===== src/gbfp_pkg.sv =====
`timescale 1ns / 1ps
// ----------------------------------------------------------------------------
// gbfp_pkg
// Shared types, constants and the bytewise CRC-32 step for the GNSS binary
// frame parser.
// ----------------------------------------------------------------------------
package gbfp_pkg;

    // sync pattern and header limits
    localparam logic [7:0]  SYNC_A     = 8'hAA;
    localparam logic [7:0]  SYNC_B     = 8'h44;
    localparam logic [7:0]  SYNC_C     = 8'h12;
    localparam logic [7:0]  MIN_HEADER = 8'd10;

    // reflected CRC-32 polynomial
    localparam logic [31:0] CRC_POLY   = 32'hEDB88320;

    // default frame size limit in bytes
    localparam int          FRAME_LIMIT_DEF = 8192;

    // header + payload + 4 fits in 17 bits
    localparam int          TOTAL_W    = 17;
    localparam int          OFFSET_W   = 13;

    // stream widths
    localparam int          S_TDATA_W  = 8;
    localparam int          M_TDATA_W  = 56;
    localparam int          M_TUSER_W  = 4;

    // register map
    localparam int          PADDR_W    = 3;
    localparam logic        REG_MAX_HDR = 1'b0;
    localparam logic        REG_MAX_PAY = 1'b1;
    localparam logic [7:0]  MAX_HDR_RST = 8'd28;
    localparam logic [15:0] MAX_PAY_RST = 16'd4096;

    typedef enum logic [2:0] {
        PH_SYNC1  = 3'd0,
        PH_SYNC2  = 3'd1,
        PH_SYNC3  = 3'd2,
        PH_HLEN   = 3'd3,
        PH_HEADER = 3'd4,
        PH_BODY   = 3'd5
    } phase_t;

    typedef enum logic [2:0] {
        EV_NONE = 3'd0,
        EV_OK   = 3'd1,
        EV_CRC  = 3'd2,
        EV_SYNC = 3'd3,
        EV_HLEN = 3'd4,
        EV_PLEN = 3'd5,
        EV_OVF  = 3'd6
    } ev_t;

    typedef struct packed {
        logic [7:0]  max_header_length;
        logic [15:0] max_payload_length;
    } cfg_t;

    typedef struct packed {
        logic [15:0]         payload_length;
        logic [15:0]         message_id;
        ev_t                 event_res;
        logic                in_frame;
        logic [OFFSET_W-1:0] frame_offset;
        logic [7:0]          echo_byte;
    } result_t;

    // one byte through the reflected CRC-32, one bit per step
    function automatic logic [31:0] crc_byte(input logic [31:0] crc, input logic [7:0] b);
        logic [31:0] c;
        c = crc ^ {24'h0, b};
        for (int k = 0; k < 8; k++)
        begin
            c = c[0] ? ((c >> 1) ^ CRC_POLY) : (c >> 1);
        end
        return c;
    endfunction

endpackage


===== src/gbfp_apb_regs.sv =====
`timescale 1ns / 1ps
// ----------------------------------------------------------------------------
// gbfp_apb_regs
// APB register file: max header length and max payload length.
// ----------------------------------------------------------------------------
module gbfp_apb_regs
(
    input  logic                         clk,
    input  logic                         rst_n,
    input  logic                         psel,
    input  logic                         penable,
    input  logic                         pwrite,
    input  logic [gbfp_pkg::PADDR_W-1:0] paddr,
    input  logic [31:0]                  pwdata,
    output logic [31:0]                  prdata,
    output logic                         pready,
    output gbfp_pkg::cfg_t               cfg
);

    logic [7:0]  max_hdr_reg;
    logic [15:0] max_pay_reg;
    logic        wr_en;
    logic        reg_sel;

    assign pready  = 1'b1;
    assign wr_en   = psel && penable && pwrite && pready;
    assign reg_sel = paddr[2];

    always_ff @(posedge clk or negedge rst_n)
    begin
        if (!rst_n)
        begin
            max_hdr_reg <= gbfp_pkg::MAX_HDR_RST;
            max_pay_reg <= gbfp_pkg::MAX_PAY_RST;
        end
        else if (wr_en)
        begin
            if (reg_sel == gbfp_pkg::REG_MAX_HDR)
                max_hdr_reg <= pwdata[7:0];
            else
                max_pay_reg <= pwdata[15:0];
        end
    end

    always_comb
    begin
        case (reg_sel)
            gbfp_pkg::REG_MAX_HDR: prdata = {24'h0, max_hdr_reg};
            gbfp_pkg::REG_MAX_PAY: prdata = {16'h0, max_pay_reg};
            default:               prdata = 32'h0;
        endcase
    end

    assign cfg.max_header_length  = max_hdr_reg;
    assign cfg.max_payload_length = max_pay_reg;

endmodule


===== src/gbfp_in_reg.sv =====
`timescale 1ns / 1ps
// ----------------------------------------------------------------------------
// gbfp_in_reg
// Input register stage: holds one received byte until the parser takes it.
// ----------------------------------------------------------------------------
module gbfp_in_reg
(
    input  logic       clk,
    input  logic       rst_n,
    input  logic       s_tvalid,
    output logic       s_tready,
    input  logic [7:0] s_tdata,
    input  logic       take,
    output logic       byte_valid,
    output logic [7:0] byte_data
);

    logic       valid_reg;
    logic       valid_next;
    logic [7:0] data_reg;

    // stage is free when empty or drained this cycle
    assign s_tready   = !valid_reg || take;
    assign valid_next = (s_tvalid && s_tready) || (valid_reg && !take);

    always_ff @(posedge clk or negedge rst_n)
    begin
        if (!rst_n)
            valid_reg <= 1'b0;
        else
            valid_reg <= valid_next;
    end

    always_ff @(posedge clk)
    begin
        if (s_tvalid && s_tready)
            data_reg <= s_tdata;
    end

    assign byte_valid = valid_reg;
    assign byte_data  = data_reg;

endmodule


===== src/gbfp_core.sv =====
`timescale 1ns / 1ps
// ----------------------------------------------------------------------------
// gbfp_core
// Frame state machine, CRC-32 and result register. One byte per cycle while results are accepted.
// ----------------------------------------------------------------------------
module gbfp_core
#(
    parameter int FRAME_LIMIT = gbfp_pkg::FRAME_LIMIT_DEF
)
(
    input  logic                clk,
    input  logic                rst_n,
    input  gbfp_pkg::cfg_t      cfg,
    input  logic                byte_valid,
    input  logic [7:0]          byte_data,
    output logic                take,
    output logic                res_valid,
    input  logic                res_ready,
    output gbfp_pkg::result_t   res
);

    localparam int CNT_W = $clog2(FRAME_LIMIT + 1);
    localparam int TW    = gbfp_pkg::TOTAL_W;
    localparam logic [CNT_W-1:0] LIMIT = CNT_W'(FRAME_LIMIT);

    gbfp_pkg::phase_t    phase_reg, phase_next;
    logic [CNT_W-1:0]    cnt_reg, cnt_next;
    logic [7:0]          hdr_reg, hdr_next;
    logic [TW-1:0]       total_reg, total_next;
    logic [15:0]         id_reg, id_next;
    logic [15:0]         len_reg, len_next;
    logic [31:0]         crc_reg, crc_next;
    logic [31:0]         crcrx_reg, crcrx_next;

    logic                out_valid_reg;
    gbfp_pkg::result_t   res_reg, res_next;

    // shared conditions
    logic [CNT_W-1:0]    cnt_inc;
    logic [31:0]         crc_upd;
    logic [31:0]         cnt_wide;
    logic                ovf;
    logic                sync_hit;
    logic                hlen_bad;
    logic [15:0]         id_upd;
    logic [15:0]         len_upd;
    logic                hdr_done;
    logic                pay_bad;
    logic                in_body_data;
    logic [31:0]         crcrx_shift;
    logic [TW-1:0]       body_total;
    logic                frame_done;

    assign take     = byte_valid && (!out_valid_reg || res_ready);
    assign cnt_inc  = cnt_reg + 1'b1;
    assign crc_upd  = gbfp_pkg::crc_byte(crc_reg, byte_data);
    assign cnt_wide = 32'(cnt_reg);
    assign ovf      = (cnt_reg >= LIMIT);

    assign sync_hit = (phase_reg == gbfp_pkg::PH_SYNC2) ? (byte_data == gbfp_pkg::SYNC_B)
                                                        : (byte_data == gbfp_pkg::SYNC_C);
    assign hlen_bad = (byte_data < gbfp_pkg::MIN_HEADER) ||
                      (byte_data > cfg.max_header_length);

    // id at offsets 4-5, length at 8-9, little-endian
    always_comb
    begin
        id_upd  = id_reg;
        len_upd = len_reg;
        if (cnt_wide == 32'd4) id_upd[7:0]   = byte_data;
        if (cnt_wide == 32'd5) id_upd[15:8]  = byte_data;
        if (cnt_wide == 32'd8) len_upd[7:0]  = byte_data;
        if (cnt_wide == 32'd9) len_upd[15:8] = byte_data;
    end

    assign hdr_done     = (TW'(cnt_inc) >= TW'(hdr_reg));
    assign pay_bad      = (len_upd > cfg.max_payload_length);
    assign body_total   = TW'(hdr_reg) + TW'(len_reg);
    assign in_body_data = (TW'(cnt_reg) < body_total);
    assign crcrx_shift  = {byte_data, crcrx_reg[31:8]};
    assign frame_done   = (TW'(cnt_inc) >= total_reg);

    // next phase
    always_comb
    begin
        phase_next = phase_reg;
        case (phase_reg)
            gbfp_pkg::PH_SYNC1:
                if (byte_data == gbfp_pkg::SYNC_A) phase_next = gbfp_pkg::PH_SYNC2;
            gbfp_pkg::PH_SYNC2:
                phase_next = sync_hit ? gbfp_pkg::PH_SYNC3 : gbfp_pkg::PH_SYNC1;
            gbfp_pkg::PH_SYNC3:
                phase_next = sync_hit ? gbfp_pkg::PH_HLEN : gbfp_pkg::PH_SYNC1;
            gbfp_pkg::PH_HLEN:
                phase_next = hlen_bad ? gbfp_pkg::PH_SYNC1 : gbfp_pkg::PH_HEADER;
            gbfp_pkg::PH_HEADER:
                if (ovf || (hdr_done && pay_bad))
                    phase_next = gbfp_pkg::PH_SYNC1;
                else if (hdr_done)
                    phase_next = gbfp_pkg::PH_BODY;
            gbfp_pkg::PH_BODY:
                if (ovf || frame_done) phase_next = gbfp_pkg::PH_SYNC1;
            default:
                phase_next = gbfp_pkg::PH_SYNC1;
        endcase
    end

    // datapath and result
    always_comb
    begin
        cnt_next   = cnt_reg;
        hdr_next   = hdr_reg;
        total_next = total_reg;
        id_next    = id_reg;
        len_next   = len_reg;
        crc_next   = crc_reg;
        crcrx_next = crcrx_reg;

        res_next.echo_byte      = byte_data;
        res_next.frame_offset   = cnt_wide[gbfp_pkg::OFFSET_W-1:0];
        res_next.in_frame       = 1'b0;
        res_next.event_res      = gbfp_pkg::EV_NONE;
        res_next.message_id     = 16'h0;
        res_next.payload_length = 16'h0;

        case (phase_reg)
            gbfp_pkg::PH_SYNC1:
            begin
                res_next.frame_offset = '0;
                if (byte_data == gbfp_pkg::SYNC_A)
                begin
                    crc_next          = gbfp_pkg::crc_byte(32'h0, byte_data);
                    cnt_next          = CNT_W'(1);
                    res_next.in_frame = 1'b1;
                end
            end
            gbfp_pkg::PH_SYNC2, gbfp_pkg::PH_SYNC3:
            begin
                if (sync_hit)
                begin
                    crc_next          = crc_upd;
                    cnt_next          = cnt_inc;
                    res_next.in_frame = 1'b1;
                end
                else
                begin
                    res_next.event_res = gbfp_pkg::EV_SYNC;
                    cnt_next           = '0;
                end
            end
            gbfp_pkg::PH_HLEN:
            begin
                if (hlen_bad)
                begin
                    res_next.event_res = gbfp_pkg::EV_HLEN;
                    cnt_next           = '0;
                end
                else
                begin
                    hdr_next          = byte_data;
                    crc_next          = crc_upd;
                    cnt_next          = cnt_inc;
                    res_next.in_frame = 1'b1;
                end
            end
            gbfp_pkg::PH_HEADER:
            begin
                if (ovf)
                begin
                    res_next.event_res = gbfp_pkg::EV_OVF;
                    cnt_next           = '0;
                end
                else
                begin
                    id_next           = id_upd;
                    len_next          = len_upd;
                    crc_next          = crc_upd;
                    cnt_next          = cnt_inc;
                    res_next.in_frame = 1'b1;
                    if (hdr_done)
                    begin
                        if (pay_bad)
                        begin
                            res_next.event_res = gbfp_pkg::EV_PLEN;
                            cnt_next           = '0;
                        end
                        else
                        begin
                            total_next = TW'(hdr_reg) + TW'(len_upd) + TW'(4);
                            crcrx_next = 32'h0;
                        end
                    end
                end
            end
            gbfp_pkg::PH_BODY:
            begin
                if (ovf)
                begin
                    res_next.event_res = gbfp_pkg::EV_OVF;
                    cnt_next           = '0;
                end
                else
                begin
                    res_next.in_frame = 1'b1;
                    cnt_next          = cnt_inc;
                    if (in_body_data)
                        crc_next   = crc_upd;
                    else
                        crcrx_next = crcrx_shift;
                    if (frame_done)
                    begin
                        res_next.event_res      = (crcrx_next == crc_next) ? gbfp_pkg::EV_OK
                                                                           : gbfp_pkg::EV_CRC;
                        res_next.message_id     = id_reg;
                        res_next.payload_length = len_reg;
                        cnt_next                = '0;
                    end
                end
            end
            default:
            begin
                res_next.frame_offset = '0;
                cnt_next              = '0;
            end
        endcase
    end

    always_ff @(posedge clk or negedge rst_n)
    begin
        if (!rst_n)
        begin
            phase_reg     <= gbfp_pkg::PH_SYNC1;
            cnt_reg       <= '0;
            hdr_reg       <= '0;
            total_reg     <= '0;
            id_reg        <= '0;
            len_reg       <= '0;
            crc_reg       <= '0;
            crcrx_reg     <= '0;
            out_valid_reg <= 1'b0;
        end
        else
        begin
            if (take)
            begin
                phase_reg <= phase_next;
                cnt_reg   <= cnt_next;
                hdr_reg   <= hdr_next;
                total_reg <= total_next;
                id_reg    <= id_next;
                len_reg   <= len_next;
                crc_reg   <= crc_next;
                crcrx_reg <= crcrx_next;
            end
            if (take)
                out_valid_reg <= 1'b1;
            else if (res_ready)
                out_valid_reg <= 1'b0;
        end
    end

    always_ff @(posedge clk)
    begin
        if (take)
            res_reg <= res_next;
    end

    assign res_valid = out_valid_reg;
    assign res       = res_reg;

endmodule


===== src/gnss_binary_frame_parser.sv =====
`timescale 1ns / 1ps
// ----------------------------------------------------------------------------
// gnss_binary_frame_parser
// Byte-serial framer for GNSS binary logs with CRC-32 check.
// ----------------------------------------------------------------------------
// Takes one receiver byte per transaction and returns exactly one result per
// byte. The result register is loaded at the same edge that takes the byte out
// of the input register, so a steady stream runs at one byte per clock while
// m_tready stays high. Each byte passes the input register, then the result
// register. The rate is set by the single state machine and bytewise CRC-32
// step that sit between the input register and the result register; a result
// that waits stalls the input register and, once it is full, the input side.
// Framing: sync AA 44 12, header length byte (10..max_header_length), rest of
// header (message id at offsets 4-5, payload length at 8-9, little-endian),
// payload, then a 4-byte little-endian CRC-32 (reflected 0xEDB88320, init 0,
// no final xor) over header plus payload. Each byte is echoed with its frame
// offset, an in-frame flag and an event code; the last CRC byte carries
// frame ok or crc error together with message id and payload length.
// ----------------------------------------------------------------------------
module gnss_binary_frame_parser
#(
    parameter int FRAME_LIMIT = gbfp_pkg::FRAME_LIMIT_DEF
)
(
    input  logic                           clk,
    input  logic                           rst_n,

    // input stream
    input  logic                           s_tvalid,
    output logic                           s_tready,
    input  logic [gbfp_pkg::S_TDATA_W-1:0] s_tdata,   // [7:0] data_byte

    // result stream
    output logic                           m_tvalid,
    input  logic                           m_tready,
    // [7:0] echo_byte, [20:8] frame_offset, [36:21] message_id,
    // [52:37] payload_length, [55:53] zero
    output logic [gbfp_pkg::M_TDATA_W-1:0] m_tdata,
    // [0] in_frame, [3:1] event_res
    output logic [gbfp_pkg::M_TUSER_W-1:0] m_tuser,

    // configuration: 0x0 max_header_length, 0x4 max_payload_length
    input  logic                           psel,
    input  logic                           penable,
    input  logic                           pwrite,
    input  logic [gbfp_pkg::PADDR_W-1:0]   paddr,
    input  logic [31:0]                    pwdata,
    output logic [31:0]                    prdata,
    output logic                           pready
);

    gbfp_pkg::cfg_t    cfg;
    gbfp_pkg::result_t res;
    logic              byte_valid;
    logic [7:0]        byte_data;
    logic              take;

    gbfp_apb_regs u_regs
    (
        .clk     (clk),
        .rst_n   (rst_n),
        .psel    (psel),
        .penable (penable),
        .pwrite  (pwrite),
        .paddr   (paddr),
        .pwdata  (pwdata),
        .prdata  (prdata),
        .pready  (pready),
        .cfg     (cfg)
    );

    // input register stage
    gbfp_in_reg u_in
    (
        .clk        (clk),
        .rst_n      (rst_n),
        .s_tvalid   (s_tvalid),
        .s_tready   (s_tready),
        .s_tdata    (s_tdata),
        .take       (take),
        .byte_valid (byte_valid),
        .byte_data  (byte_data)
    );

    // parser state machine, CRC and result register
    gbfp_core #(.FRAME_LIMIT(FRAME_LIMIT)) u_core
    (
        .clk        (clk),
        .rst_n      (rst_n),
        .cfg        (cfg),
        .byte_valid (byte_valid),
        .byte_data  (byte_data),
        .take       (take),
        .res_valid  (m_tvalid),
        .res_ready  (m_tready),
        .res        (res)
    );

    assign m_tdata = {3'b000, res.payload_length, res.message_id,
                      res.frame_offset, res.echo_byte};
    assign m_tuser = {res.event_res, res.in_frame};

    // bytes rejected for sync, header length or overflow are never part of a frame
    assert property (@(posedge clk) disable iff (!rst_n)
        (m_tvalid && (m_tuser[3:1] == gbfp_pkg::EV_SYNC ||
                      m_tuser[3:1] == gbfp_pkg::EV_HLEN ||
                      m_tuser[3:1] == gbfp_pkg::EV_OVF)) |-> !m_tuser[0])
        else $error("rejected byte flagged in_frame");

    // id and length only reported at frame end
    assert property (@(posedge clk) disable iff (!rst_n)
        (m_tvalid && !(m_tuser[3:1] == gbfp_pkg::EV_OK ||
                       m_tuser[3:1] == gbfp_pkg::EV_CRC))
        |-> (m_tdata[52:21] == 32'h0))
        else $error("message id or length outside frame end");

    // stray bytes while hunting carry offset zero
    assert property (@(posedge clk) disable iff (!rst_n)
        (m_tvalid && !m_tuser[0] && m_tuser[3:1] == gbfp_pkg::EV_NONE)
        |-> (m_tdata[20:8] == 13'h0))
        else $error("stray byte with nonzero offset");

    // a frame end or payload length error is always a frame byte
    assert property (@(posedge clk) disable iff (!rst_n)
        (m_tvalid && (m_tuser[3:1] == gbfp_pkg::EV_OK ||
                      m_tuser[3:1] == gbfp_pkg::EV_CRC ||
                      m_tuser[3:1] == gbfp_pkg::EV_PLEN)) |-> m_tuser[0])
        else $error("frame event on byte outside frame");

endmodule

===== config.mk =====
export PLATFORM = sky130hd
export DESIGN_NAME = gnss_binary_frame_parser
export DESIGN_NICKNAME = d
export VERILOG_FILES = /design/src/gbfp_pkg.sv /design/src/gbfp_apb_regs.sv /design/src/gbfp_in_reg.sv /design/src/gbfp_core.sv /design/src/gnss_binary_frame_parser.sv
export SDC_FILE = /design/constraint.sdc
export NUM_CORES = 1
export LEC_CHECK = 0
export CORE_MARGIN = 2
export CORE_UTILIZATION = 50
export CTS_BUF_LIST = sky130_fd_sc_hd__clkbuf_4
export DETAILED_ROUTE_END_ITERATION = 8
export DONT_BUFFER_PORTS = 1
export GPL_TIMING_DRIVEN = 1
export HOLD_SLACK_MARGIN = 0.03
export PLACE_DENSITY = 0.68
export SETUP_SLACK_MARGIN = 0.3
export SYNTH_ARGS = -nofsm -noshare
export SYNTH_HDL_FRONTEND = slang
export SYNTH_SLANG_ARGS = --single-unit

===== constraint.sdc =====
create_clock -name clk -period 6.3 [get_ports clk]
set_input_delay 1.89 -clock clk [delete_from_list [all_inputs] [get_ports clk]]
set_output_delay 1.89 -clock clk [all_outputs]
set_load 0.03 [all_outputs]

* Word-level counts from Yosys, hierarchy flattened
Cells that the tools add are included.
Storage, ports and cells: register bits after elaboration 229, bits of input ports 50, output and inout port bits 95
Cells by class: add/subtract/negate cells 4, $lt $le $gt $ge 7, equality and inequality tests 22, multiplexer cells 70, bitwise operators 23, reduce and logical (&&, ||, !) cells 34
Operator list (number):
- $mux W32 | 31
- $not A13 Y14 | 15
- $pmux W32 S5 | 1
- $pmux W32 S2 | 2
- $mux W14 | 8
- $pmux W14 S5 | 1
- $add A8 B16 Y17 | 2
- $mux W3 | 11
- $eq A32 B32 Y1 | 1
- $xor A32 B8 Y32 | 1
- $eq A14 B3 Y1 const B | 2
- $eq A14 B4 Y1 const B | 2
- $pmux W3 S6 | 1
- $add A17 B3 Y17 const B | 1
- $ge A14 B17 Y1 | 1
- $lt A14 B17 Y1 | 1
- $gt A16 B16 Y1 | 1
- $mux W8 | 2
- $add A14 B1 Y14 const B | 1
- $ge A14 B14 Y1 const B | 1
- $ge A14 B8 Y1 | 1
- $not A1 Y14 | 1
- $pmux W3 S4 | 1
- $reduce_and A4 Y1 | 3
- other kinds (29) | 68

* Longest topological paths before layout
Gate-level depths: netlist of the first run.
depth after elaboration 25, gate-level depth with buffers 19, depth with buffers taken out 18

* Modules after synthesis
Synthesis of the first run repeated with hierarchy kept, for this count alone.
Second synthesis, totals: cell total of the unflattened synthesis 1452, area total of the unflattened synthesis 14770.4 um2
Modules (own cells, without submodules):
- gbfp_core | instances 1, cells each 1348, area each 13192.7 um2
- gbfp_apb_regs | instances 1, cells each 88, area each 1257.5 um2
- gbfp_in_reg | instances 1, cells each 12, area each 294.0 um2
- gnss_binary_frame_parser | instances 1, cells each 4, area each 26.3 um2

* Least setup slack after synthesis of the first run
OpenSTA, ideal clock, no wires.
path kind input to register, start point input m_tready, end point register u_core.id_reg[0], data arrival time 4.819 ns, required time 6.175 ns, path slack 1.356 ns, stages 7, buffers on the path 0, cells stage by stage nand2b_1 nand2_1 inv_1 nand3_1 or4_1 nor2_1 mux2_2
On the way: word-level cells in the longest chain between the ends 3
Ends and longest elaborated chain:
- start: declaration | RTL line gnss_binary_frame_parser.sv:35 | input logic m_tready,
- $logic_or A1 B1 Y1 | RTL line gbfp_core.sv:54 | assign take = byte_valid && (!out_valid_reg || res_ready);
- $logic_and A1 B1 Y1 | RTL line gbfp_core.sv:54
- via take | RTL line gnss_binary_frame_parser.sv:56 | logic take;
- $reduce_and A4 Y1 (no source line)
- end signal: assignment | RTL line gbfp_core.sv:250 | id_reg <= id_next;
- end: declaration | RTL line gbfp_core.sv:30 | logic [15:0] id_reg, id_next;
The timed path passes the listed nets, and every way through them passes these cells. A chain may end at the register's enable or synchronous reset.

* Worst setup path after layout of the first run
start point register u_core.len_reg[0], end point register u_core.crc_reg[3]
On the way: word-level cells in the longest chain between the ends 7
Ends and longest elaborated chain:
- start: declaration | RTL line gbfp_core.sv:31 | logic [15:0] len_reg, len_next;
- start signal: assignment | RTL line gbfp_core.sv:251 | len_reg <= len_next;
- $add A8 B16 Y17 | RTL line gbfp_core.sv:78 | assign body_total = TW'(hdr_reg) + TW'(len_reg);
- $lt A14 B17 Y1 | RTL line gbfp_core.sv:79 | assign in_body_data = (TW'(cnt_reg) < body_total);
- $mux W32 | RTL line gbfp_core.sv:206 | if (in_body_data)
- $mux W32 | RTL line gbfp_core.sv:197 | if (ovf)
- $mux W32 | RTL line gbfp_core.sv:126 | case (phase_reg)
- $mux W32 | RTL line gbfp_core.sv:197
- $pmux W32 S5 | RTL line gbfp_core.sv:126
- end signal: assignment | RTL line gbfp_core.sv:252 | crc_reg <= crc_next;
- end: declaration | RTL line gbfp_core.sv:32 | logic [31:0] crc_reg, crc_next;
Every way passes these cells. The select of a mux whose other input is x is not followed.

==> reports/qor.csv, run 1 <==
metric;value;unit
outcome;completed;
Layout area overhead;7.28;%
final instance area;0.0159;mm2
crit start category;flop;
synthesized cell area;0.0148;mm2
layout cells sized above 1;16.3;%
Slew HR;21.0;%
total routed wirelength;40700;um
Post-route DRC;0;
largest net degree at the start of global routing;165;
library cells used by synthesis;82;
required time worst endpoint;6.93;ns
via count;10911;
Final Core Density;54.0;%
TNS Setup;0;ns
register area share after synthesis;40.9;%
post-synthesis simple-gate area fraction;11.9;%
post-layout min period;5.31;ns
most frequent cells in the layout;dfrtp_1, xnor2_1, clkbuf_4;
Setup CP Type;flop to flop;
fraction of the mapped netlist area in adder cells;8.05;%
GRT Resource Usage Total;26.8;%
Vias/cell;5.83;
htree depth;3;
Primary FF master, synth;dfrtp_1;
Ys Warns;0;
VDD IR max;0.206;mV
clock group share of total power;22.3;%
Final setup viols;0;
antenna-violating nets left;0;
CTS tree;yes;
most area-consuming cells after synthesis;dfrtp_1, edfxtp_1, ha_1;
post-cts sizing count;0;
cell count after synthesis;1414;
CTS max path bufs;3;
EDFF count, synth;65;
Synth Area per Inst;10.5;um2
Slew Viols, Final;0;
dpl cells;1751;
CTS Root Cell;clkbuf_4;
final period utilization;84.3;%
Core Region;0.0294;mm2
Leak;0.00713;uW
RSZ-0062 raised after global routing;false;
I/O pins;145;
post-DP HPWL;29300;um
Clock Skews;0.0897;ns
Final nets;1575;
initial DRC count;842;
P_int;3680;uW
GRT overflow;0;
Worst-path clk slew;0.07;ns
max-cap viol count;0;
max reg flops;57;
Logic pwr share;46.3;%
sequential share of power;31.5;%
commonest non-fill, non-tap cell in the layout;dfrtp_1;
combinational family with the most area after synthesis;XOR/XNOR gates;
Power Density;407;mW/mm2
Psw;2780;uW
switch share;43.0;%
Clock Sink Count;229;
Post-CTS Setup Inserts;0;
Synth top area share;27.0;%
Crit. End Element;flop;
Die X;176;um
Core Rows;63;
Async SR Flop Fraction;71.6;%
post-synthesis compound-gate area fraction;13.0;%
Finished Layout Cells;1871;
largest fanout on the critical path;34;
placed cell area;0.0150;mm2
Slew @ Worst Pin;1.18;ns
Peak Freq;188;MHz
detailed-route wire length per cell;21.8;um
Final Hold Viols;0;
cts bufs inserted;68;
crit path DAT;5.94;ns
IO Port Bufs;0;
Yosys top cell by area;dfrtp_1;
xor/xnor share of the synthesized area;14.1;%
Worst-Skew Late Latency;0.75;ns
flops & latches, synth;229;
GPL Wtd Cong;0.939;
die height;176;um
worst hold-check path type;flop to flop;
first-pass GRT wire length;63800;um
initial antenna violation count;2;
Filler cells;2635;
Hold Buf Count CTS;0;
vias in the first global route;10950;
TritonRoute pass-1 iters;6;
Initial Util;50.4;%
Die ar.;0.0310;mm2
mux cell area share after synthesis;6.44;%
==> per-layer routing <==
layer / vias up / global-route usage, % / share of wire (%)
met1: 5295 / 36.4 / 44
met3: 105 / 4.48 / 6.3
met4: 0 / 12.1 / 4.1
met5: - / 0 / 0
li1: 5062 / - / -
met2: 449 / 42.2 / 46
==> worst paths after layout <==
kind,startpoint,endpoint,slack [ns],cells past startpoint
worst max-delay path,u_core.len_reg[0],u_core.crc_reg[3],0.99,18
worst min-delay path,u_core.total_reg[13],u_core.total_reg[13],0.48,2
worst max register to register,u_core.len_reg[0],u_core.crc_reg[3],0.99,18
worst min register to register,u_core.total_reg[13],u_core.total_reg[13],0.48,2
max in group asynchronous,rst_n,u_regs.max_pay_reg[12],5.05,0
min in group asynchronous,rst_n,u_core.crc_reg[26],0.84,0
==> layout make-up <==
type | instances | area (um2) | share of cell area, %
Tap cell | 390 | 488 | 3.07
Timing Repair Buffer | 22 | 165 | 1.04
Clock inverter | 21 | 129 | 0.811
Inverter | 79 | 297 | 1.87
Multi-Input combinational cell | 1031 | 8010 | 50.4
Antenna cell | 2 | 5.00 | 0.0315
Clock buffer | 97 | 728 | 4.58
Sequential cell | 229 | 6060 | 38.2
==> Yosys cell counts (18+ instances only) <==
| cell type | number |
|---|---|
| a21oi_1 | 49 |
| nand4_1 | 21 |
| ha_1 | 92 |
| nand2_1 | 88 |
| o21ai_0 | 64 |
| xnor2_1 | 122 |
| xor2_1 | 85 |
| nor2_1 | 52 |
| mux2_2 | 74 |
| inv_1 | 78 |
| nor3_1 | 19 |
| edfxtp_1 | 65 |
| and2_1 | 54 |
| a22o_1 | 43 |
| buf_4 | 26 |
| nand3_1 | 18 |
| nor4_1 | 18 |
| clkbuf_1 | 36 |
| buf_2 | 22 |
| a21o_1 | 26 |
| dfrtp_1 | 160 |
==> metrics by stage <==
step                      hold WS [ns]  power (uW)  setup WS (ns)
after floorplan                  0.449        4250           1.36
after global placement           0.467        4960           1.15
after detailed placement         0.470        4990           1.08
after CTS                        0.483        6460           1.07
after global routing             0.496        6850          0.749
final                            0.479        6460          0.990
==> worst max-delay path, stage by stage, from the launching register on <==
cell	delay, ns
dfrtp_1	0.41
ha_1	0.24
fa_1	0.41
a21o_1	0.18
a21oi_1	0.30
o211a_1	0.26
nor2_1	0.09
o211ai_1	0.20
xor2_1	0.17
ha_1	0.26
a21o_1	0.16
a21oi_1	0.15
o22ai_1	0.12
a211oi_2	0.40
or2_0	0.61
buf_4	0.27
o221ai_4	0.41
a22o_1	0.41
a21o_1	0.15
==> kinds of logic after synthesis <==
kind of cell    after synthesis
buf+inv                     172
compound gates              277
other cells                   2
mux                          86
xor+xnor                    222
simple gates                332
fa+ha+maj                    94
flops                       229
==> power by group through the flow <==
stage | logic (uW) | clock network [uW] | registers [uW]
global placement | 2910 | 0 | 2050
detailed placement | 2930 | 0 | 2050
floorplan | 2350 | 0 | 1910
global route | 3230 | 1560 | 2050
CTS | 2950 | 1480 | 2030
finish | 2990 | 1440 | 2030
(Power assumes the default switching activity.)
==> run 2, diff against run 1 <==
--- a/config.mk
+++ b/config.mk
@@ -5,6 +5,7 @@
 export SDC_FILE = /design/constraint.sdc
 export NUM_CORES = 1
 export LEC_CHECK = 0
+export ABC_AREA = 1
 export CORE_MARGIN = 2
 export CORE_UTILIZATION = 50
 export CTS_BUF_LIST = sky130_fd_sc_hd__clkbuf_4
==> constraint.sdc (replaced) <==
create_clock -name clk -period 5.05 [get_ports clk]
set_input_delay 1.515 -clock clk [delete_from_list [all_inputs] [get_ports clk]]
set_output_delay 1.515 -clock clk [all_outputs]
set_load 0.03 [all_outputs]
==> run 2 against run 1 <==
Via count is 35% higher. Clock skew is 0.033 ns lower. Hold slack gained 0.0017 ns. Largest cell class unchanged. Clock power increased by 31%. Critical endpoint is now u_core.res[23].
==> reports/qor.csv, run 2 <==
metric;value;unit;change
Worst-Skew Late Latency;0.74;ns;about the same
commonest cells in the netlist;nand2_1, inv_1, o21ai_0, dfrtp_1, nand3_1;;
VDD IR max;0.454;mV;+120%
Initial Util;50.6;%;+0.22 points
fraction of the mapped netlist area in adder cells;7.48;%;-0.56 points
most area-consuming cells after synthesis;dfrtp_1, nand2_1, edfxtp_1;;
initial DRC count;1454;;+73%
IO Port Bufs;0;;unchanged
Psw;5640;uW;+100%
Final Hold Viols;0;;unchanged
GRT overflow;0;;unchanged
GPL Wtd Cong;0.967;;+2.9%
Final setup viols;0;;unchanged
cell count after synthesis;2169;;+53%
total routed wirelength;46900;um;+15%
critical path's largest stage delay;0.42;ns;-0.19 ns
worst hold-check path type;input pin to asynchronous set/reset pin;;
Most common cell on crit path;nand2_1;;
Vias/cell;5.52;;-5.4%
combinational family with the most area after synthesis;simple AND/OR/NAND/NOR gates;;
RSZ-0062 raised after global routing;false;;
xor/xnor share of the synthesized area;7.11;%;-7.0 points
CTS tree;yes;;
final period utilization;89.4;%;+5.1 points
final worst slack;0.534;ns;-0.457 ns
synthesized cell area;0.0159;mm2;+7.5%
flops & latches, synth;229;;unchanged
reg2reg end;u_core.res[23];;
via count;14741;;+35%
post-layout min period;4.52;ns;-0.793 ns
post-DP HPWL;32200;um;+10%
Post-route DRC;0;;unchanged
Worst Reg-to-Reg Cells;28;;+10
library cells used by synthesis;55;;-33%
Final nets;2365;;+50%
EDFF count, synth;65;;unchanged
crit path DAT;4.96;ns;-0.98 ns
post-synthesis compound-gate area fraction;12.0;%;-0.94 points
Worst-path clk slew;0.07;ns;about the same
most common cell in the netlist;nand2_1;;
detailed-route wire length per cell;17.5;um;-19%
I/O pins;145;;unchanged
post-synthesis simple-gate area fraction;24.6;%;+13 points
mux cell area share after synthesis;0;%;-6.4 points
sequential share of power;25.3;%;-6.2 points
Leak;0.00901;uW;+26%
required time worst endpoint;5.50;ns;-1.43 ns
outcome;completed;;
Crit. End Element;flop;;
Setup CP Type;flop to flop;;
clock group share of total power;16.7;%;-5.6 points
Slew @ Worst Pin;0.943;ns;-0.239 ns
crit start category;flop;;
htree depth;3;;unchanged
max reg flops;57;;unchanged
Core Region;0.0315;mm2;+7.0%
switch share;49.6;%;+6.6 points
Clock Skews;0.0567;ns;-0.0330 ns
Layout area overhead;11.2;%;
RR Startpoint;u_core.len_reg[0];;
Clock Sink Count;229;;unchanged
max-cap viol count;0;;unchanged
register area share after synthesis;38.1;%;-2.9 points
cts bufs inserted;68;;unchanged
Primary FF master, synth;dfrtp_1;;
P_int;5720;uW;+55%
CTS max path bufs;3;;unchanged
Core Rows;65;;+3.2%
first-pass GRT wire length;71600;um;+12%
Crit-path slowest cell;dfrtp_1;;
Async SR Flop Fraction;71.6;%;unchanged
TNS Setup;0;ns;unchanged
pre-CTS WS;0.397;ns;-0.687 ns
Die ar.;0.0333;mm2;+7.3%
vias in the first global route;13416;;+23%
Yosys top cell by area;dfrtp_1;;
Die X;182;um;+3.6%
Synth top area share;25.2;%;-1.9 points
initial antenna violation count;2;;unchanged
GRT Resource Usage Total;27.6;%;+0.78 points
largest net degree at the start of global routing;165;;unchanged
Slew HR;37.1;%;+16 points
layout cells sized above 1;10.1;%;-6.2 points
die height;182;um;+3.6%
Ys Warns;0;;unchanged
most frequent cells in the layout;nand2_1, inv_1, o21ai_0;;
Slew Viols, Final;0;;unchanged
TritonRoute pass-1 iters;6;;unchanged
Logic pwr share;58.1;%;+12 points
largest fanout on the critical path;12;;-65%
Final Total Pwr;11400;uW;+76%
commonest non-fill, non-tap cell in the layout;nand2_1;;
CTS Root Cell;clkbuf_4;;
reg-to-reg slack, setup;0.53;ns;-0.46 ns
Peak Freq;221;MHz;+18%
Power Density;641;mW/mm2;+58%
antenna-violating nets left;0;;unchanged
Synth Area per Inst;7.34;um2;-30%
## run 2: worst max-delay path by stage
stage / from / endpoint / cells after the start
floorplan: m_tready / u_core.crc_reg[21] / 11
global placement: u_core.hdr_reg[0] / u_core.res[23] / 30
detailed placement: u_core.hdr_reg[0] / u_core.res[23] / 30
CTS: u_core.len_reg[0] / u_core.res[23] / 30
global route: u_core.cnt_reg[0] / u_core.total_reg[15] / 25
finish: u_core.len_reg[0] / u_core.res[23] / 28
## run 2: stage by stage
step | util [%] | area (um2) | std cells | hold WS, ns
floorplan | - | 16000 | 2187 | 0.421
global placement | 52.2 | 16400 | 2536 | 0.465
detailed placement | 52.2 | 16400 | 2536 | 0.473
CTS | 55.1 | 17300 | 2653 | 0.415
global route | 56.3 | 17700 | 2671 | 0.431
finish | 56.3 | 17700 | 2671 | 0.481
## run 2: per-layer routing
metal / vias up / routed length (um) / global-route usage [%] / part of all wire, %
li1: 7111 / - / - / -
met1: 6843 / 20400 / 38.0 / 44
met2: 657 / 20400 / 42.2 / 44
met3: 130 / 4090 / 5.57 / 8.7
met4: 0 / 1940 / 12.1 / 4.1
met5: - / 0 / 0 / 0
## run 2: cell type report
| class | count | area, um2 |
|---|---|---|
| antenna | 1 | 2.50 |
| clock buffer | 100 | 751 |
| clock inverter | 17 | 145 |
| fill | 2994 | 13800 |
| inverter | 315 | 1180 |
| multi-input combinational | 1541 | 8390 |
| sequential | 229 | 6060 |
| tap | 402 | 503 |
| timing repair buffer | 66 | 667 |
## run 2: power groups by stage
stage	clock network, uW	registers, uW	logic [uW]
after detailed placement	0	2890	6340
after CTS	1930	2860	6390
final	1890	2870	6590
after floorplan	0	2780	4820
after global routing	2030	2930	7390
after global placement	0	2870	6210
## run 2: what timing repair did
action                     4_1_cts  5_1_grt
setup buffers                    0        9
setup endpoints to repair        0       50
hold buffers                     0        0
gates resized for setup          0       40
## run 2: logic make-up (layout without fill, tap and decap cells)
kind of cell,Yosys count,after routing
flops,229,229
compound gates,350,350
xor+xnor,125,125
fa+ha+maj,94,94
buf+inv,419,498
other cells,2,21
simple gates,950,952
## run 2: worst max-delay path: cells and delay by family, from the launching register on
kind | cells | cell delay, ns
AOI/OAI and AO/OA | 2 | 0.44
xor gates and xnor gates | 1 | 0.15
buffers and inverters | 2 | 0.28
DFF | 1 | 0.42
adders and majority gates | 3 | 0.92
and+or+nand+nor | 20 | 1.98
